$ cat src/hw/rtl/agc_pkg.sv
package agc_pkg;

    localparam int SAMPLE_W   = 16;
    localparam int GAIN_W     = 16;
    localparam int FRAC_W     = 16;
    localparam int ENV_W      = SAMPLE_W + FRAC_W;
    localparam int TGT_W      = 15;
    localparam int COEF_W     = 16;
    localparam int CFG_ADDR_W = 2;
    localparam int CFG_DATA_W = 16;
    localparam int GAIN_FRAC  = 8;
    // target is shifted so that target / envelope lands in Q8.8
    localparam int TGT_SHIFT  = SAMPLE_W - GAIN_FRAC;
    localparam int MUL_A_W    = (COEF_W + 2 > SAMPLE_W) ? COEF_W + 2 : SAMPLE_W;
    localparam int MUL_B_W    = ENV_W + 1;
    localparam int MUL_P_W    = MUL_A_W + MUL_B_W;
    localparam int DIV_CNT_W  = $clog2(GAIN_W);

    localparam logic [TGT_W-1:0]  TARGET_RST  = TGT_W'(16384);
    localparam logic [GAIN_W-1:0] LIMIT_RST   = GAIN_W'(2560);
    localparam logic [COEF_W-1:0] ATTACK_RST  = COEF_W'(64000);
    localparam logic [COEF_W-1:0] RELEASE_RST = COEF_W'(65400);
    localparam logic [GAIN_W-1:0] GAIN_RST    = GAIN_W'(256);

    typedef enum logic [CFG_ADDR_W-1:0] {
        REG_TARGET  = 2'd0,
        REG_LIMIT   = 2'd1,
        REG_ATTACK  = 2'd2,
        REG_RELEASE = 2'd3
    } t_cfg_reg;

    typedef struct packed {
        logic done;
        logic ovf;
    } t_div_stat;

endpackage

$ cat src/hw/rtl/agc_mul.sv
module agc_mul (
    input  logic                                 i_clk,
    input  logic                                 i_en,
    input  logic signed [agc_pkg::MUL_A_W-1:0]   i_a,
    input  logic signed [agc_pkg::MUL_B_W-1:0]   i_b,
    output logic signed [agc_pkg::MUL_P_W-1:0]   o_prod
);
    import agc_pkg::*;

    logic signed [MUL_P_W-1:0] r_prod;

    // product held until the next enabled pass
    always_ff @(posedge i_clk) begin
        if (i_en) begin
            r_prod <= i_a * i_b;
        end
    end

    assign o_prod = r_prod;

endmodule

$ cat config.mk
export PLATFORM = sky130hd
export DESIGN_NAME = agc_mul
export DESIGN_NICKNAME = d
export VERILOG_FILES = /design/src/hw/rtl/agc_pkg.sv /design/src/hw/rtl/agc_mul.sv
export SDC_FILE = /design/constraint.sdc
export NUM_CORES = 2
export LEC_CHECK = 0
export BUFFER_PORTS_ARGS = -buffer_cell sky130_fd_sc_hd__buf_2
export CAP_MARGIN = 20
export CORE_UTILIZATION = 66
export CTS_BUF_LIST = sky130_fd_sc_hd__clkbuf_4
export DETAILED_ROUTE_END_ITERATION = 10
export PLACE_DENSITY = 0.85
export SLEW_MARGIN = 20
export SYNTH_ARGS = -nofsm -noshare
export SYNTH_HDL_FRONTEND = slang
export SYNTH_SLANG_ARGS = --single-unit
$ cat constraint.sdc
create_clock -name i_clk -period 9.86 [get_ports i_clk]
set_input_delay 1.972 -clock i_clk [delete_from_list [all_inputs] [get_ports i_clk]]
set_output_delay 1.972 -clock i_clk [all_outputs]
set_load 0.01 [all_outputs]
* Word level (Yosys, flattened, before mapping)
Cells that the tools add are included.
Word-level totals: register bits after elaboration 51, latch bits 0, RAM bits 0, bits in read-only memories 0, input bits 53, output and inout bits 51, word-level logic and storage cells 2, memories 0
Cells by class: add/subtract/negate cells 0, $mul 1, divide/modulo/power cells 0, magnitude comparators 0, equal/unequal tests 0, shift operators 0, mux-type cells 0, bitwise gates (word level) 0, reductions and logical operators 0
Operators by type and width (number):
- multiplier 18 x 33 -> 51 bit | 1

* Longest topological paths before layout
depth in word-level cells 1, mapped depth 26, depth with buffers taken out 24

* Least setup slack after synthesis
No wires, ideal clock.
kind input -> register, from input i_b[23] (netlist bit), to register r_prod[45] (netlist: o_prod[45]) (data pin), library setup time 0.258 ns, arrival time 7.648 ns, data required time 9.602 ns, slack 1.955 ns, stages on the path 24, buffers on the path 3, cell sequence clkbuf_1 > clkbuf_1 > nand2_1 > fa_1 > fa_1 > fa_1 > inv_1 > fa_1 > fa_1 > inv_1 > fa_1 > inv_1 > ha_1 > clkbuf_2 > a21oi_1 > o2111ai_1 > a221oi_1 > nor2b_1 > a31oi_4 > o31ai_2 > a311oi_4 > o221ai_2 > a21oi_2 > xnor2_1
On the way: word-level cells in the longest chain between the ends 1
Ends and longest elaborated chain:
- from (decl) | line agc_mul.sv:5 | input logic signed [agc_pkg::MUL_B_W-1:0] i_b,
- multiplier 18 x 33 -> 51 bit | line agc_mul.sv:15 | r_prod <= i_a * i_b;
- to (signal assigned) | line agc_mul.sv:15
- to (decl) | line agc_mul.sv:10 | logic signed [MUL_P_W-1:0] r_prod;
No other way between the ends. A chain may end at the register's enable or synchronous reset.

* Worst setup path in the final report
from input i_a[3] (netlist bit), to register r_prod[47] (netlist: o_prod[47]) (data pin)
On the way: word-level cells in the longest chain between the ends 1
Ends and longest elaborated chain:
- from (decl) | line agc_mul.sv:4 | input logic signed [agc_pkg::MUL_A_W-1:0] i_a,
- multiplier 18 x 33 -> 51 bit | line agc_mul.sv:15
No other way between the ends.

==> metrics.cfg <==
[synth]
ys_seq_area_share_pct = 7.03
synth_edf_count = 51
synth_cells = 2328
synth_area_leader_cell = fa_1
synth.top_cell.area_share_pct = 52.3
synthesis.area_mm2 = 0.0218
ys_top_cells_by_area = fa_1 (52%), inv_1 (11%), ha_1 (7.1%), edfxtp_1 (7.0%), and2_1 (6.6%)
avgSynthCellArea_um2 = 9.35
synthFlopType = edfxtp_1
synthDistinctLibCells = 58
synth-seq-cells = 51
synthArstFlopShare_pct = 0
synth_warnings = 0
synthesis.nets = 3073

[sta]
hold_violations = 0
fin_setup_tns_ps = 0
max_freq_ghz = 0.120
setup_viol = 0
slew_headroom_pct = 45.6
grt_setup_unrepaired = false
min_period_over_period_pct = 84.9
worst_pin_slew_ps = 817
report.final.slew_viol_count = 0
finalCriticalPeriod_ps = 8370

[routing]
via_per_inst = 5.64
drtIter0Drc = 1122
wl_mm = 52.4
post_drt_wl_per_cell_um = 18.8
drt_pass1_iterations = 6
vias = 15700
ant_nets = 0
drc = 0

[clocking]
clkTransAtPathRegs_ps = 180
cts_resized = 0
cts_hold_buffers = 0
htree_levels = 2
cts_root_buf = clkbuf_4
cts_sinks = 51
cts_buffer_depth = 2
post_cts_buffers = 0
cts_tree = yes
numCtsBuffers = 5

[job]
maxCapViolCount = 0

[final_layout]
area_delta_synth_final_pct = 3.46
final_layout_size_suffix_gt1_share_pct = 5.56
layout_commonest_cell = inv_1
most-common-layout-cells = inv_1 (618), fa_1 (569), nand2_1 (358)
final_nets = 3081
largest_reg_flops = 51
utilization_pct = 69.3
fin_area_mm2 = 0.0225

[critical_path]
cp_max_fo = 33
path_class = input pin to flip-flop
startpoint_type = input pin
worstPathArrival_ps = 8590
setup.worst_path.end_class = flip-flop
cp_data_required_time_ps = 10080

[floorplan]
rows = 66
dieArea_mm2 = 0.0337
core_mm2 = 0.0325
start_util_pct = 66.9
die_h_um = 184
io_pins = 104
fp.dieW_um = 184

[placed_design]
gp_congestion = 0.927
placed_area_mm2 = 0.0225
dp_hpwl_mm = 42.3
port_buffers = 103

[hold_path]
min_path_type = input pin to flip-flop

[global_route]
grt_max_degree = 52
grt_pass1_wl_mm = 87.5
grt_remaining_overflow = 0
antenna_found_initial = 6
grt_pass1_vias = 17800
track_usage_pct = 33.9

[run_status]
outcome = finished, final reports clean

worst max-delay path, stage by stage:
cell and delay [ps]:
buf_2 590, nand2_1 200, fa_1 560, fa_1 510, fa_1 510, inv_1 60, fa_1 510, fa_1 530
inv_1 60, fa_1 470, inv_1 40, ha_1 360, a21oi_1 200, o2111ai_1 160, a221oi_1 360, nor2b_1 130
a31oi_4 240, o31ai_2 120, a311oi_4 550, o21ai_1 140, nor2_1 170, xnor2_1 100
per-stage QoR:
step	worst slack (ps)	hold WS, ps	instances
finish	1490	2100	2784
global route	1300	2080	2784
CTS	1570	2050	2779
detailed placement	1120	2380	2771
global placement	1230	2380	2771
floorplan	1950	2080	2328
synth_stat cells (2+ instances only):
master,instances
edfxtp_1,51
a31oi_1,4
a21o_1,11
nor3_1,8
o21ai_1,2
a31o_2,2
and4_1,2
nand2b_1,7
o21ai_0,23
nand2_1,358
inv_1,618
nor2_1,48
o21a_1,9
nand3_1,6
a21oi_2,4
xor2_1,11
nand4_1,3
o21bai_1,4
nor2b_1,6
a21oi_1,40
ha_1,123
or3_1,3
clkbuf_1,101
and2_1,231
o311ai_1,2
xnor2_1,43
fa_1,569
o211ai_1,5
and3_1,3
a21boi_0,3
layout make-up:
cell class / count / area (µm²)
Inverter: 618 / 2320
Sequential cell: 51 / 1530
Antenna cell: 5 / 12.5
Multi-Input combinational cell: 1555 / 17500
Timing Repair Buffer: 105 / 531
Clock inverter: 3 / 20.0
Clock buffer: 5 / 37.5
Fill cell: 2456 / 10000
Tap cell: 442 / 553
worst paths after layout:
kind                    from  slack [ps]          to  cells after the start
worst max-delay path  i_a[3]        1490  o_prod[47]                     22
worst min-delay path  i_b[0]        2100   o_prod[0]                      2
metal layers:
metal	global-route usage [%]	wire (µm)
met1	41.7	18700
met2	57.9	26700
met3	5.80	4370
met4	17.0	2660
met5	0	10
cells by family after synthesis:
kind of cell	count (synthesis)	synth area share, %
buf+inv	722	12.5
fa+ha+maj	692	59.4
simple gates	680	14.9
compound gates	129	4.08
xor+xnor	54	2.17
flops	51	7.03
Power is left out: the tool's default activity adds up to more than one toggle a clock period on the data nets, which glitch-free logic cannot reach.
