### src/hw/rtl/agc_pkg.sv
package agc_pkg;

    localparam int SAMPLE_W   = 16;
    localparam int GAIN_W     = 16;
    localparam int FRAC_W     = 16;
    localparam int ENV_W      = SAMPLE_W + FRAC_W;
    localparam int TGT_W      = 15;
    localparam int COEF_W     = 16;
    localparam int CFG_ADDR_W = 2;
    localparam int CFG_DATA_W = 16;
    localparam int GAIN_FRAC  = 8;
    // target is shifted so that target / envelope lands in Q8.8
    localparam int TGT_SHIFT  = SAMPLE_W - GAIN_FRAC;
    localparam int MUL_A_W    = (COEF_W + 2 > SAMPLE_W) ? COEF_W + 2 : SAMPLE_W;
    localparam int MUL_B_W    = ENV_W + 1;
    localparam int MUL_P_W    = MUL_A_W + MUL_B_W;
    localparam int DIV_CNT_W  = $clog2(GAIN_W);

    localparam logic [TGT_W-1:0]  TARGET_RST  = TGT_W'(16384);
    localparam logic [GAIN_W-1:0] LIMIT_RST   = GAIN_W'(2560);
    localparam logic [COEF_W-1:0] ATTACK_RST  = COEF_W'(64000);
    localparam logic [COEF_W-1:0] RELEASE_RST = COEF_W'(65400);
    localparam logic [GAIN_W-1:0] GAIN_RST    = GAIN_W'(256);

    typedef enum logic [CFG_ADDR_W-1:0] {
        REG_TARGET  = 2'd0,
        REG_LIMIT   = 2'd1,
        REG_ATTACK  = 2'd2,
        REG_RELEASE = 2'd3
    } t_cfg_reg;

    typedef struct packed {
        logic done;
        logic ovf;
    } t_div_stat;

endpackage

### src/hw/rtl/agc_div.sv
module agc_div (
    input  logic                            i_clk,
    input  logic                            i_rst_n,
    input  logic                            i_start,
    input  logic [agc_pkg::TGT_W-1:0]       i_dividend,
    input  logic [agc_pkg::ENV_W-1:0]       i_divisor,
    output logic [agc_pkg::GAIN_W-1:0]      o_quotient,
    output agc_pkg::t_div_stat              o_stat
);
    import agc_pkg::*;

    logic                 r_busy;
    logic                 r_done;
    logic                 r_ovf;
    logic [DIV_CNT_W-1:0] r_cnt;
    logic [ENV_W-1:0]     r_rem;
    logic [ENV_W-1:0]     r_den;
    logic [GAIN_W-1:0]    r_quo;

    logic [ENV_W-1:0]     w_num;
    logic [ENV_W:0]       w_shl;
    logic [ENV_W:0]       w_diff;
    logic                 w_ge;

    // target scaled; dividend's low 16 bits are zero and enter one per step
    assign w_num  = ENV_W'(i_dividend) << TGT_SHIFT;
    assign w_shl  = {r_rem, 1'b0};
    assign w_ge   = w_shl >= {1'b0, r_den};
    assign w_diff = w_shl - {1'b0, r_den};

    always_ff @(posedge i_clk) begin
        if (!i_rst_n) begin
            r_busy <= 1'b0;
            r_done <= 1'b0;
            r_cnt  <= '0;
        end else begin
            r_done <= 1'b0;
            if (i_start) begin
                r_busy <= 1'b1;
                r_cnt  <= DIV_CNT_W'(GAIN_W - 1);
            end else if (r_busy) begin
                if (r_cnt == '0) begin
                    r_busy <= 1'b0;
                    r_done <= 1'b1;
                end
                r_cnt <= r_cnt - DIV_CNT_W'(1);
            end
        end
    end

    always_ff @(posedge i_clk) begin
        if (i_start) begin
            r_rem <= w_num;
            r_den <= i_divisor;
            r_quo <= '0;
            // quotient would need more than 16 bits
            r_ovf <= w_num >= i_divisor;
        end else if (r_busy) begin
            r_rem <= w_ge ? w_diff[ENV_W-1:0] : w_shl[ENV_W-1:0];
            r_quo <= {r_quo[GAIN_W-2:0], w_ge};
        end
    end

    assign o_quotient  = r_quo;
    assign o_stat.done = r_done;
    assign o_stat.ovf  = r_ovf;

endmodule

### config.mk
export PLATFORM = sky130hd
export DESIGN_NAME = agc_div
export DESIGN_NICKNAME = d
export VERILOG_FILES = /design/src/hw/rtl/agc_pkg.sv /design/src/hw/rtl/agc_div.sv
export SDC_FILE = /design/constraint.sdc
export NUM_CORES = 1
export LEC_CHECK = 0
export BUFFER_PORTS_ARGS = -buffer_cell sky130_fd_sc_hd__clkbuf_2
export CAP_MARGIN = 20
export CORE_MARGIN = 8
export CORE_UTILIZATION = 53
export CTS_CLUSTER_DIAMETER = 50
export DETAILED_ROUTE_END_ITERATION = 8
export GPL_TIMING_DRIVEN = 0
export PLACE_DENSITY = 0.8
export SYNTH_ARGS = -nofsm -noshare
export SYNTH_HDL_FRONTEND = slang
export SYNTH_SLANG_ARGS = --single-unit
### constraint.sdc
create_clock -name i_clk -period 2.9 [get_ports i_clk]
set_clock_uncertainty 0.2 [all_clocks]
set_input_delay 0.58 -clock i_clk [delete_from_list [all_inputs] [get_ports i_clk]]
set_output_delay 0.58 -clock i_clk [all_outputs]
set_load 0.01 [all_outputs]
Word-level counts from Yosys, hierarchy flattened --
Cells that the tools add are included.
Cells by class: bitwise logic cells 2, order comparisons 2, reductions and logical operators 3, $add $sub $neg 2, mux-type cells 9
Operators by type and width (count):
- $mux W23 | 2
- $ge A33 B32 Y1 | 1
- $ge A23 B32 Y1 | 1
- $mux W32 | 1
- $sub A32 B32 Y32 | 1
- $mux W4 | 2
- $logic_not A4 Y1 | 1
- $mux W1 | 4
- $sub A4 B1 Y4 const B | 1
- $reduce_or A3 Y1 | 1
- $not A1 Y1 | 2
- $reduce_bool A2 Y1 | 1
Word-level totals: word-level logic and storage cells 26, flip-flop bits (word level) 87

Depth between registers and ports, before layout --
Gate-level depths: netlist of run 1.
depth in word-level cells 4, gate-level depth with buffers 14, depth with buffers taken out 12

Worst setup path before layout of run 1 --
No wires, ideal clock.
path kind register -> register, from reg r_rem[8], to reg r_rem[17] (data pin), cell stages (with the launch flop) 12, setup time 266 ps, data required time 2434 ps, setup slack 8 ps, buffers on the path 2, arrival 2427 ps, cells stage by stage edfxtp_1 -> ha_1 -> nand3_1 -> or3_1 -> a31o_1 -> a31oi_1 -> o41ai_2 -> o31ai_4 -> buf_6 -> buf_8 -> mux2i_1 -> o21ai_1
Between the ends: word-level cells in the longest chain between the ends 4, elaborated cells between the ends (all ways) 5, classes of those cells 1 x add/sub; 1 x order compare; 3 x mux
RTL lines:
- start: declaration | line agc_div.sv:16 | logic [ENV_W-1:0] r_rem;
- start signal: assignment | line agc_div.sv:53 | r_rem <= w_num;
- start signal: assignment | line agc_div.sv:59 | r_rem <= w_ge ? w_diff[ENV_W-1:0] : w_shl[ENV_W-1:0];
- $sub A32 B32 Y32 / $ge A33 B32 Y1 (equally long branches) | line agc_div.sv:29, agc_div.sv:28
- $mux W32 * | line agc_div.sv:59
- $mux W23 * | line agc_div.sv:58 | end else if (r_busy) begin
- $mux W23 * | line agc_div.sv:52 | if (i_start) begin
Every way passes the cells marked *; elsewhere a longest branch is shown, timed or not. The select of a mux whose other input is x is not followed. A chain may end at the register's enable or synchronous reset.

Final worst setup path of run 1 --
from reg r_rem[6], to reg r_rem[26]
Between the ends: word-level cells in the longest chain between the ends 2, elaborated cells between the ends (all ways) 3, classes of those cells 1 x add/sub; 1 x order compare; 1 x mux
RTL lines (line):
- $sub A32 B32 Y32 / $ge A33 B32 Y1 (equally long branches) | agc_div.sv:29, agc_div.sv:28
- $mux W32 * | agc_div.sv:59
Every way passes the cells marked *; elsewhere a longest branch is shown, timed or not.

==> impl_metrics.csv, run 1 <==
group,metric,value,unit
final_layout,drive_gt1_share,23.3,%
place,port_buffers,67,
routing,finalWirelength,14800,µm
yosys,syn-cell-area,5600,µm²
final_layout,fillerInstances,844,
final_layout,final_area,6740,µm²
sta,fmax,324,MHz
sta,worst_pin_slew,0.926,ns
power,leakage,0.00294,µW
die,fp.dieArea,14100,µm²
yosys,yosys_warnings,0,
yosys,ys.flop_type,"edfxtp_1",
grt,grt.total_usage,20.9,%
yosys,synthTopCellsByArea,"edfxtp_1 (26%), dfxtp_1 (14%), ha_1 (11%)",
final_layout,syn_to_final_growth,20.3,%
sta,layout_min_cycle_time,3.09,ns
critical_path,cp-end-kind,"register",
yosys,ys_types,61,
grt,gr-total-overflow,0,
final_layout,antenna_cells,0,
critical_path,arrival,3.18,ns
final_layout,nets,795,
die,die_y,119,µm
critical_path,crit_top_cell,"buf_6",
sta,maxSlewViolCount,0,
yosys,ys_seq_elements,87,
yosys,yosys.area.top_type,"edfxtp_1",
clock_tree,postCtsHoldBufs,0,
clock_tree,clk_path_buf_depth,2,
die,coreArea,10300,µm²
power,sw_frac_of_total,35.1,%
clock_tree,cts_inserted_buffers,9,
critical_path,slowest_stage,"dfxtp_1",
clock_tree,cts_sinks,87,
routing,drtIter0Drc,305,
sta,fin_ws,-0.185,ns
place,dp_hpwl,10400,µm
power,power_frac_comb,33.6,%
yosys,synth_commonest_cells,"inv_1 (63), nand2_1 (56), nor2_1 (53)",
grt,grt_pass1_wl,23800,µm
outcome,failed_checks,"setup timing",
sta,setup_viol,30,
routing,remaining_drc_errors,0,
critical_path,max_stage_delay,0.38,ns
critical_path,cp-start-kind,"register",
clock_tree,tritoncts,"done",
power,cellPowerDensity,513,nW/µm²
routing,ant_nets,0,
power,intPower,2240,µW
routing,routedWlPerCell,17.7,µm
power,total_power,3460,µW
sta,fin_crit_sh,106,%
sta,max-slew-margin-rel,38.3,%
yosys,avgSynthCellArea,9.28,µm²
power,power.net_switching,1210,µW
power,p_seq_share,42.0,%
grt,grt_max_degree,35,
sta,rsz0062_at_grt,"yes",
power,power.share.clock,24.4,%
critical_path,crit_chain,"ha_4, nand3_2, or3_1, a31o_1, a31oi_2, o41ai_4, o31ai_4, buf_6, buf_6, buf_6, mux2_4, o21a_1",
clock_tree,clk_pin_slew_worst_paths,0.10,ns
sta,whs,0.175,ns
yosys,ys_async_sr_fraction,0,%
clock_tree,htreeDepth,3,
sta,hold_viol_final,0,
min_path,holdCritPathClass,"in -> reg",
critical_path,criticalPathCategory,"reg -> reg",
die,num_rows,37,
yosys,synth_nets,702,
place,place_area,6100,µm²
grt,grt_pass1_vias,4977,
yosys,synth_top_area_share,25.7,%
outcome,status,"complete, but fails checks",
critical_path,worstPathRequired,3.00,ns
yosys,synth_most_common_cell,"inv_1",
yosys,seq_area_frac_synth,39.7,%
clock_tree,clock_latency,0.39,ns
job,drv_cap,0,
die,start_util,54.5,%
clock_tree,cts_root_buf,"clkbuf_8",
routing,dr.pass1.iters,5,
place,gp_congestion,0.928,
yosys,syn_inst,603,
routing,viasPerCell,5.75,
yosys,synth_edf_count,48,
routing,vias,4815,
critical_path,cp_max_fo,4,
grt,antenna_found_initial,0,
die,io_pins,68,
power,ir_worst_vdd,510,µV
die,die_w,119,µm
[timing repair]
item	CTS	global route
cloned	0	0
endpoints found under the setup margin	32	32
resized for setup	47	21
pin swaps	13	12
buffers inserted	21	3
[metal layers]
metal  GRT usage, %  share of wire [%]  vias to the layer above
met3           5.57                6.3                       38
met5              0                  0                        -
li1               -                  -                     2338
met2           34.7                 48                      166
met4           9.25                3.0                        0
met1           25.0                 42                     2273
[power groups by stage]
stage,sequential [µW],clock (µW),combinational (µW)
final,1450,843,1160
after CTS,1450,862,1080
after global routing,1460,908,1260
after global placement,1470,0,914
after floorplan,1460,0,713
after detailed placement,1470,0,950
[flip-flops by register name, indices dropped and copies added (netlist names)]
register	count
r_cnt	4
o_quotient	16
r_done	1
r_den	32
r_ovf	1
r_busy	1
r_rem	32
[final cells by class]
type / count / area [µm²] / share of cell area [%]
Multi-Input combinational cell: 433 / 3330 / 49.4
Sequential cell: 87 / 2220 / 33.0
Timing Repair Buffer: 86 / 497 / 7.37
Inverter: 63 / 236 / 3.51
Tap cell: 136 / 170 / 2.53
Clock buffer: 9 / 124 / 1.84
Buffer: 16 / 98.8 / 1.47
Clock inverter: 7 / 60.1 / 0.892
[critical path, delay by kind of cell, from the launching register on]
family                   cells  cell delay, ns
AO/OA/AOI/OAI                5            0.98
AND/OR/NAND/NOR              2            0.46
flip-flops                   1            0.38
buffers and inverters        3            0.36
adder cells (fa/ha/maj)      1            0.32
multiplexers                 1            0.29
[worst paths after layout]
path / startpoint / end / slack [ns] / depth (start not counted)
hold / removal: i_divisor[28] / r_den[28]$_DFFE_PP_ / 0.17 / 1
hold reg to reg: o_quotient[0]$_SDFFE_PP0P_ / o_quotient[0]$_SDFFE_PP0P_ / 0.28 / 2
setup / recovery: r_rem[6]$_SDFFE_PP0P_ / r_rem[26]$_SDFFE_PP0P_ / -0.19 / 12
setup reg to reg: r_rem[6]$_SDFFE_PP0P_ / r_rem[26]$_SDFFE_PP0P_ / -0.19 / 12
[through the flow]
stage | cells | TNS (ns) | setup slack [ns] | util, %
finish | 837 | -3.22 | -0.185 | 65.5
global route | 837 | -6.39 | -0.283 | 65.5
CTS | 835 | -1.26 | -0.107 | 64.3
detailed placement | 806 | -11.00 | -0.354 | 59.4
global placement | 806 | -6.95 | -0.303 | 59.4
floorplan | 603 | 0 | 0.00789 | -
[kinds of logic after synthesis]
logic type | share of synthesized area [%]
xor+xnor | 4.54
fa+ha+maj | 11.1
simple gates | 12.9
mux | 6.66
flops | 39.7
buf+inv | 6.30
compound gates | 18.8
[layout by cell type (no fill, tap or decap), types with 4 or more instances in the layout]
| cell type | Yosys | layout |
|---|---|---|
| a211oi_1 | 9 | 8 |
| a21o_1 | 13 | 13 |
| a21oi_1 | 41 | 37 |
| a21oi_2 | 0 | 4 |
| and3_1 | 6 | 5 |
| buf_1 | 5 | 5 |
| buf_4 | 2 | 17 |
| buf_6 | 3 | 5 |
| clkbuf_1 | 9 | 6 |
| clkbuf_2 | 0 | 67 |
| clkbuf_8 | 0 | 9 |
| dfxtp_1 | 39 | 39 |
| edfxtp_1 | 48 | 48 |
| ha_1 | 48 | 37 |
| ha_4 | 0 | 9 |
| inv_1 | 63 | 59 |
| inv_2 | 0 | 4 |
| mux2i_1 | 35 | 33 |
| nand2_1 | 56 | 55 |
| nand2b_1 | 5 | 5 |
| nand3_1 | 9 | 7 |
| nor2_1 | 53 | 53 |
| nor2b_1 | 6 | 5 |
| nor3_1 | 7 | 7 |
| nor4_1 | 6 | 6 |
| o21a_1 | 10 | 10 |
| o21ai_0 | 27 | 23 |
| o21ai_1 | 13 | 13 |
| o21ai_2 | 1 | 4 |
| xnor2_1 | 22 | 22 |
| xor2_1 | 7 | 7 |
(Power assumes the default switching activity.)
==> inputs of run 2 (changes only) <==
--- a/config.mk
+++ b/config.mk
@@ -5,10 +5,11 @@
 export SDC_FILE = /design/constraint.sdc
 export NUM_CORES = 1
 export LEC_CHECK = 0
+export ABC_AREA = 1
 export BUFFER_PORTS_ARGS = -buffer_cell sky130_fd_sc_hd__clkbuf_2
 export CAP_MARGIN = 20
 export CORE_MARGIN = 8
-export CORE_UTILIZATION = 53
+export CORE_UTILIZATION = 54
 export CTS_CLUSTER_DIAMETER = 50
 export DETAILED_ROUTE_END_ITERATION = 8
 export GPL_TIMING_DRIVEN = 0
==> impl_metrics.csv, run 2 <==
group,metric,value,unit
outcome,status,"complete, no violations",
place,port_buffers,67,
yosys,ys_types,40,
yosys,synth_top_area_share,21.9,%
min_path,hp-start,"i_divisor[15]",
sta,fmax,368,MHz
job,drv_cap,0,
place,gp_congestion,0.990,
grt,grt_pass1_wl,29000,µm
clock_tree,post_cts_buffers,0,
yosys,yosys_warnings,0,
die,coreArea,12000,µm²
final_layout,nets,1160,
routing,viasPerCell,5.14,
yosys,synth_most_common_cell,"nand2_1",
die,die_w,126,µm
grt,grt_pass1_vias,6051,
routing,finalWirelength,17500,µm
clock_tree,cts_sinks,87,
routing,ant_nets,0,
sta,hold_viol_final,0,
yosys,avgSynthCellArea,6.69,µm²
yosys,ys.flop_type,"edfxtp_1",
yosys,yosys.area.top_type,"edfxtp_1",
sta,worst_pin_slew,0.652,ns
die,die_y,126,µm
final_layout,fillerInstances,1134,
final_layout,multi_input_area,3450,µm²
routing,drtIter0Drc,366,
grt,gr-total-overflow,0,
critical_path,timing.rr.start,"r_rem[18]$_DFFE_PP_",
critical_path,criticalPathCategory,"reg -> reg",
power,leakage,0.00413,µW
critical_path,cp-end-kind,"register",
grt,use_met2,37.4,%
clock_tree,postCtsHoldBufs,0,
final_layout,layout_commonest_cell,"nand2_1",
sta,layout_min_cycle_time,2.72,ns
critical_path,regToRegSetupSlack,0.18,ns
grt,grt.busiest_layer,"met2",
final_layout,syn_to_final_growth,13.0,%
sta,max-slew-margin-rel,56.6,%
grt,use_met3,4.15,%
clock_tree,cts_inserted_buffers,9,
final_layout,seq_area,2220,µm²
clock_tree,htreeDepth,3,
die,fp.dieArea,15900,µm²
clock_tree,ctsResizeCount,2,
critical_path,cp-start-kind,"register",
critical_path,cp_max_fo,10,
yosys,ys_async_sr_fraction,0,%
grt,grt.total_usage,22.7,%
die,io_pins,68,
clock_tree,tritoncts,"done",
critical_path,reg2regPathDepth,12,
sta,maxSlewViolCount,0,
routing,vias,6239,
routing,remaining_drc_errors,0,
min_path,min_path_cells,1,
final_layout,drive_gt1_share,11.8,%
grt,grt_max_degree,35,
final_layout,fin_util,62.1,%
routing,dr.pass1.iters,5,
final_layout,final_cell_mix,"nand2_1 (371), inv_1 (208), clkbuf_2 (66)",
yosys,seq_area_frac_synth,33.8,%
grt,grt_use_met1,29.3,%
clock_tree,clk_pin_slew_worst_paths,0.07,ns
critical_path,arrival,2.63,ns
routing,routedWlPerCell,14.5,µm
place,dp_hpwl,14100,µm
die,num_rows,40,
die,start_util,54.9,%
grt,antenna_found_initial,0,
final_layout,antenna_cells,0,
yosys,ys_seq_elements,87,
yosys,synth_nets,1081,
sta,fin_crit_sh,93.8,%
sta,setup_viol,0,
min_path,holdCritPathClass,"in -> reg",
min_path,min_to,"r_den[15]$_DFFE_PP_",
yosys,synth_commonest_cells,"nand2_1 (371), inv_1 (208), nand3_1 (57)",
power,ir_worst_vdd,466,µV
clock_tree,clk_path_buf_depth,2,
power,cellPowerDensity,465,nW/µm²
power,total_power,3450,µW
critical_path,r2r-end,"r_rem[12]$_DFFE_PP_",
yosys,syn-cell-area,6570,µm²
sta,setup_tns,0,ns
yosys,syn_inst,982,
sta,rsz0062_at_grt,"no",
clock_tree,clock_latency,0.35,ns
yosys,synth_edf_count,48,
clock_tree,cts_root_buf,"clkbuf_16",
critical_path,worstPathRequired,2.81,ns
yosys,synthTopCellsByArea,"edfxtp_1 (22%), nand2_1 (21%), dfxtp_1 (12%)",
run 2: cell types whose count changed after synthesis, sizes merged, moves of 6 or more:
cell	delta
a211oi	-8
a21o	-13
a21oi	-16
inv	+148
mux2i	-35
nand2	+320
nand3	+57
nand3b	+24
nor2b	-6
o21a	-9
o21ai	-34
o22ai	+14
o31ai	-6
xnor2	-9
run 2: area by class of cell:
class                           instances  area share, %
Clock inverter                          5          0.691
Timing Repair Buffer                   68           4.75
Clock buffer                           11           3.56
Inverter                              212           10.7
Tap cell                              147           2.48
Multi-Input combinational cell        665           46.5
Sequential cell                        87           29.9
Buffer                                 18           1.37
run 2: per-stage QoR:
step | cell area (µm²) | setup WS, ns | hold WS [ns] | instances
floorplan | 6570 | 0.697 | 0.240 | 982
global placement | 7090 | -0.690 | 0.256 | 1196
detailed placement | 7100 | -0.434 | 0.261 | 1197
CTS | 7420 | 0.199 | 0.211 | 1213
global route | 7420 | 0.0506 | 0.209 | 1213
finish | 7420 | 0.180 | 0.213 | 1213
run 2: how the worst max path moves through the flow:
stage                        startpoint                      to  cells past startpoint
finish              r_rem[18]$_DFFE_PP_     r_rem[12]$_DFFE_PP_                     12
CTS                 r_rem[18]$_DFFE_PP_     r_rem[12]$_DFFE_PP_                     12
detailed placement              i_start  r_rem[29]$_SDFFE_PP0P_                      8
floorplan                       i_start     r_rem[10]$_DFFE_PP_                      4
global route        r_rem[22]$_DFFE_PP_     r_rem[12]$_DFFE_PP_                     12
global placement                i_start     r_rem[22]$_DFFE_PP_                      5
run 2: report_power, final:
group          switching (µW)  total, µW  internal, µW
combinational             534        813           279
clock                     553       1230           682
sequential               27.3       1400          1380
total                    1110       3450          2340
run 2: cell families (layout without fill, tap and decap cells):
kind of cell | after synthesis | count (layout) | share of synthesized area (%)
adders and majority gates | 49 | 49 | 9.45
and+or+nand+nor | 547 | 547 | 36.3
xor gates and xnor gates | 15 | 15 | 2.00
DFF | 87 | 87 | 33.8
buffers and inverters | 230 | 314 | 13.7
AOI/OAI and AO/OA | 54 | 54 | 4.72
run 2: worst max-delay path, cell delays in order (launching register included):
cell      delay (ns)
edfxtp_1        0.38
ha_1            0.43
nand2_1         0.17
nor2_2          0.06
nand2_1         0.10
nor2_2          0.07
nand2_1         0.08
nand3_2         0.10
nor2_4          0.23
buf_2           0.35
nand3b_1        0.12
nand3_1         0.12
nand2_1         0.06
run 2: routing by layer:
| metal | vias to the layer above | wire (µm) |
|---|---|---|
| met3 | 32 | 1040 |
| met1 | 2847 | 7970 |
| met2 | 161 | 8150 |
| met5 | - | 0 |
| met4 | 0 | 370 |
| li1 | 3199 | - |
